==> src/design/fpr_pkg.sv <==
// Shared types, widths, register codes and saturation helper for the film pixel resolve block.
// Used by fpr_lane, fpr_merge and film_pixel_resolve; depends on nothing else.
package fpr_pkg;

  localparam int FRAC_BITS   = 16;
  localparam int DW          = 32;                // pixel data width
  localparam int SCW         = 24;                // scale register width
  localparam int NUM_W       = DW + FRAC_BITS;    // magnitude of sum * 2^F
  localparam int QW          = DW;                // quotient bits, top bit flags overflow
  localparam int CMP_W       = DW + QW - 1;       // widest shifted divisor
  localparam int PROD_W      = DW + SCW + 1;      // signed data times unsigned scale
  localparam int SUM_W       = PROD_W + 1;
  localparam int LANE_STAGES = QW + 4;            // entry, divide steps, three arithmetic stages
  localparam int N_LANES     = 3;
  localparam int CFG_IDX_W   = 1;

  localparam logic [CFG_IDX_W-1:0] REG_SPLAT_SCALE  = CFG_IDX_W'(0);
  localparam logic [CFG_IDX_W-1:0] REG_OUTPUT_SCALE = CFG_IDX_W'(1);

  localparam logic [SCW-1:0] SCALE_ONE = SCW'(1) << FRAC_BITS;

  typedef logic signed [DW-1:0]     pix_t;
  typedef logic signed [PROD_W-1:0] prod_t;
  typedef logic [SCW-1:0]           scale_t;

  typedef struct packed {
    logic adv;    // pipeline advances this cycle
    logic vld;    // last lane stage holds a request
    logic last;   // last pixel flag of that request
  } fpr_ctl_t;

  localparam logic signed [SUM_W-1:0] SAT_HI = {{(SUM_W-DW+1){1'b0}}, {(DW-1){1'b1}}};
  localparam logic signed [SUM_W-1:0] SAT_LO = {{(SUM_W-DW+1){1'b1}}, {(DW-1){1'b0}}};

  function automatic pix_t sat_to_pix(input logic signed [SUM_W-1:0] v);
    pix_t r;
    if (v > SAT_HI) begin
      r = SAT_HI[DW-1:0];
    end else if (v < SAT_LO) begin
      r = SAT_LO[DW-1:0];
    end else begin
      r = v[DW-1:0];
    end
    return r;
  endfunction

endpackage

==> src/design/fpr_merge.sv <==
// Merge stage: final shift and saturation of the three lanes into the output register.
// Depends on fpr_pkg; driven by fpr_lane results and the valid/last pipe of the top level.
module fpr_merge (
  input  logic              clk,
  input  logic              rst_n,
  input  fpr_pkg::fpr_ctl_t ctl,
  input  fpr_pkg::prod_t    prod [fpr_pkg::N_LANES],
  output logic              out_valid,
  output fpr_pkg::pix_t     out_red,
  output fpr_pkg::pix_t     out_green,
  output fpr_pkg::pix_t     out_blue,
  output logic              out_last
);

  logic          valid_r;
  logic          last_r;
  fpr_pkg::pix_t res_r [fpr_pkg::N_LANES];
  fpr_pkg::pix_t res_nxt [fpr_pkg::N_LANES];

  always_comb begin
    for (int i = 0; i < fpr_pkg::N_LANES; i++) begin
      res_nxt[i] = fpr_pkg::sat_to_pix(
                     fpr_pkg::SUM_W'(prod[i] >>> fpr_pkg::FRAC_BITS));
    end
  end

  always_ff @(posedge clk) begin
    if (!rst_n) begin
      valid_r <= 1'b0;
    end else if (ctl.adv) begin
      valid_r <= ctl.vld;
    end
  end

  always_ff @(posedge clk) begin
    if (ctl.adv) begin
      last_r <= ctl.last;
      for (int i = 0; i < fpr_pkg::N_LANES; i++) begin
        res_r[i] <= res_nxt[i];
      end
    end
  end

  assign out_valid = valid_r;
  assign out_last  = last_r;
  assign out_red   = res_r[0];
  assign out_green = res_r[1];
  assign out_blue  = res_r[2];

endmodule

==> config.mk <==
export PLATFORM = sky130hd
export DESIGN_NAME = fpr_merge
export DESIGN_NICKNAME = d
export VERILOG_FILES = /design/src/design/fpr_pkg.sv /design/src/design/fpr_merge.sv
export SDC_FILE = /design/constraint.sdc
export NUM_CORES = 1
export LEC_CHECK = 0
export ABC_CLOCK_PERIOD_IN_PS = 3350
export BUFFER_PORTS_ARGS = -buffer_cell sky130_fd_sc_hd__clkbuf_2
export CAP_MARGIN = 15
export CORE_UTILIZATION = 25
export CTS_CLUSTER_SIZE = 16
export DETAILED_ROUTE_END_ITERATION = 16
export PLACE_DENSITY = 0.51
export SLEW_MARGIN = 20
export SYNTH_ARGS = -nofsm -noshare
export SYNTH_HDL_FRONTEND = slang
export SYNTH_SLANG_ARGS = --single-unit
==> constraint.sdc <==
create_clock -name clk -period 3.35 [get_ports clk]
set_clock_uncertainty 0.05 [all_clocks]
set_input_delay 0.67 -clock clk [delete_from_list [all_inputs] [get_ports clk]]
set_output_delay 0.67 -clock clk [all_outputs]
set_load 0.01 [all_outputs]
==> out/metrics.yaml <==
sta:
  tns_ns: 0
  period_minus_slack_ns: 2.277
  rsz0062_at_grt: "no"
  maxSlewViolCount: 0
  finalHoldViolCount: 0
  slew_headroom_pct: 34.95
  tightest_slew_ns: 0.9757
  period_share_pct: 67.97
  fmax_mhz: 439.1
  setup-violations-final: 0
routing:
  vias: 4855
  vias_per_cell: 5.026
  finalWirelength_um: 17770
  firstDrtPassIters: 4
  antenna_left: 0
  drc_errors: 0
  drt_iter0_drc: 187
  wire_per_inst_um: 18.39
clock_tree:
  postCtsSetupRepairBufs: 0
  clk_pin_slew_worst_paths_ns: 0.07
  cts-root-buf: "clkbuf_16"
  clkLatencyLatePin_ns: 0.34
  cts_sinks: 98
  hold_buffers: 0
  clockBufferDepth: 2
  numCtsBuffers: 9
  htreeDepth: 3
  ctsResizeCount: 0
  cts_tree: "done"
floorplanning:
  num_io_pins: 274
  core-area_um2: 23470
  die_w_um: 156.5
  initial_core_util_pct: 25.43
  die_h_um: 156.5
  die_area_um2: 24500
  fp-row-count: 56
pwr:
  power.switching_w: 0.0008031
  leakagePower_nw: 2.379
  p_sw_share_pct: 26.30
  sequentialPowerShare_pct: 48.4
  pwr-share-comb_pct: 14.5
  power_density_nw_per_um2: 409.8
  intPower_w: 0.002251
  max-vdd-ir-drop_mv: 0.2325
  power.clock.fraction_pct: 37.0
placed_design:
  place_area_um2: 7134
  io_buffer_count: 225
  gp_congestion: 0.7010
  dp_hpwl_um: 11270
grt:
  track_usage_pct: 14.50
  grt_pass1_vias: 4751
  gr-usage-met3_pct: 5.068
  busiest_layer: "met2"
  grt_max_degree: 40
  overflow: 0
  antenna_found_initial: 1
  grt_pass1_wl_um: 27590
  grtUsageMet1_pct: 18.75
  grt_use_met2_pct: 23.04
worst_setup_path:
  cp_num_cells: 4
  path_max_fanout: 31
  reg2reg_slack_ns: 2.70
  end_kind: "flop"
  crit_slowest_cell: "or4_2"
  critical_path.endpoint: "res_r[0][45]$_SDFFCE_PN1P_"
  critPathTopFamily: "simple AND/OR/NAND/NOR gates"
  arrival_ns: 2.29
  cp-startpoint: "prod[109]"
  crit_required_ns: 3.37
  slowest_delay_ns: 1.13
  r2r-end: "out_valid$_SDFFE_PN0P_"
  rr_worst_depth: 2
  r2r-start: "out_valid$_SDFFE_PN0P_"
  path_class: "input port to flop"
  cp-start-kind: "input port"
  crit_chain: "clkbuf_2 -> or4_2 -> nor3_2 -> o2bb2ai_1"
  worst-path-buf-inv: 1
logic_synthesis:
  ys_warn_count: 0
  ys_top_cells_by_count: "edfxtp_1 (97), or4_1 (94), nor3_2 (93), o2bb2ai_1 (93), clkbuf_1 (41)"
  synthXorXnorAreaFrac_pct: 0
  synthTopCellsByArea: "edfxtp_1 (49%), nor3_2 (16%), o2bb2ai_1 (14%)"
  synth.distinct_cells: 17
  synth_compound_area_share_pct: 13.64
  yosys_register_bits: 98
  async_reset_ff_share_pct: 0
  synthAdderAreaFrac_pct: 0
  synthesis.area_um2: 5969
  yosys.area_share.simple_pct: 29.22
  syn-num-nets: 645
  yosysSeqAreaShare_pct: 49.13
  synth_area_per_cell_um2: 12.73
  synthCells: 469
  yosys.cell_count.top_type: "edfxtp_1"
  synth.largest_area_cell: "edfxtp_1"
  yosysTopAreaCellShare_pct: 48.79
  synth-edff-count: 97
  ys.flop_type: "edfxtp_1"
  synth_top_family_by_area: "simple AND/OR/NAND/NOR gates"
  synthMuxAreaShare_pct: 0.1677
finish:
  nFillCells: 2423
  finalInstanceArea_um2: 7453
  layout.area.seq_um2: 2933
  drive_above_1_share_pct: 53.72
  layout.nets: 817
  multi_input_area_um2: 2589
  utilization_pct: 31.75
  area_growth_pct: 24.86
worst_hold_path:
  hp-start: "ctl[0]"
  min_path_type: "input port to flop"
flow_run:
  maxCapViolCount: 0
run_status:
  run_status: "complete, no violations"
==> worst register-to-register path, delay by kind of cell, from the launching register on <==
kind / cells / cell delay, ns
muxes: 1 / 0.13
and+or+nand+nor: 1 / 0.06
DFF: 1 / 0.31
==> worst min-delay path by stage <==
stage               cells after the start                endpoint  slack (ns)
floorplan                               2  out_valid$_SDFFE_PN0P_        0.49
global placement                        2  out_valid$_SDFFE_PN0P_        0.45
detailed placement                      2  out_valid$_SDFFE_PN0P_        0.46
CTS                                     1      out_last$_DFFE_PP_        0.43
global route                            1      out_last$_DFFE_PP_        0.43
finish                                  1      out_last$_DFFE_PP_        0.45
==> cell families (layout without fill, tap and decap cells) <==
group	after synthesis	after routing
flip-flops	98	98
other	0	1
multiplexers	1	1
AO/OA/AOI/OAI	93	93
buffers and inverters	72	249
AND/OR/NAND/NOR	205	205
==> stage by stage <==
step,setup WS [ns],power [W],hold WS (ns),std cells
2_1_floorplan,1.363,0.001716,0.4883,469
3_3_place_gp,0.7090,0.001957,0.4520,949
3_5_place_dp,0.7095,0.001960,0.4647,949
4_1_cts,1.093,0.003105,0.4321,965
5_1_grt,1.008,0.003191,0.4320,965
6_report,1.073,0.003054,0.4529,966
==> layer usage <==
layer | part of all wire (%) | up-vias | wire [um]
met4 | 1.3 | 0 | 225
met2 | 45 | 151 | 8075
met3 | 7.2 | 12 | 1271
li1 | - | 2304 | -
met1 | 46 | 2388 | 8197
met5 | 0 | - | 0
==> power groups by stage <==
stage                     clock network (W)  registers, W  logic [W]
after floorplan                           0       0.00156   0.000155
after global placement                    0       0.00151   0.000448
after detailed placement                  0       0.00151   0.000450
after CTS                           0.00117       0.00148   0.000451
after global routing                0.00122       0.00149   0.000487
final                               0.00113       0.00148   0.000443
==> final cells by class <==
cell class | count | share of cell area (%)
sequential | 98 | 39.35
antenna | 1 | 0.03357
multi-input combinational | 299 | 34.73
timing repair buffer | 233 | 16.28
clock inverter | 3 | 0.6211
tap | 319 | 5.355
clock buffer | 13 | 3.626
==> sequential cells by signal, indices dropped and copies added, names as in the netlist <==
name / flops
res_r: 96
out_valid: 1
out_last: 1
==> cell usage in the layout (no fill, tap or decap), drive strengths merged <==
cell type,count
mux2i,1
o2bb2ai,93
clkbuf,237
clkinv,1
buf,9
diode,1
dfxtp,1
or2,3
nor3,96
clkinvlp,1
bufinv,1
or4,96
nand3,3
nand4,3
nand2,3
nor2b,1
edfxtp,97
Power figures use the tool's default switching activity.
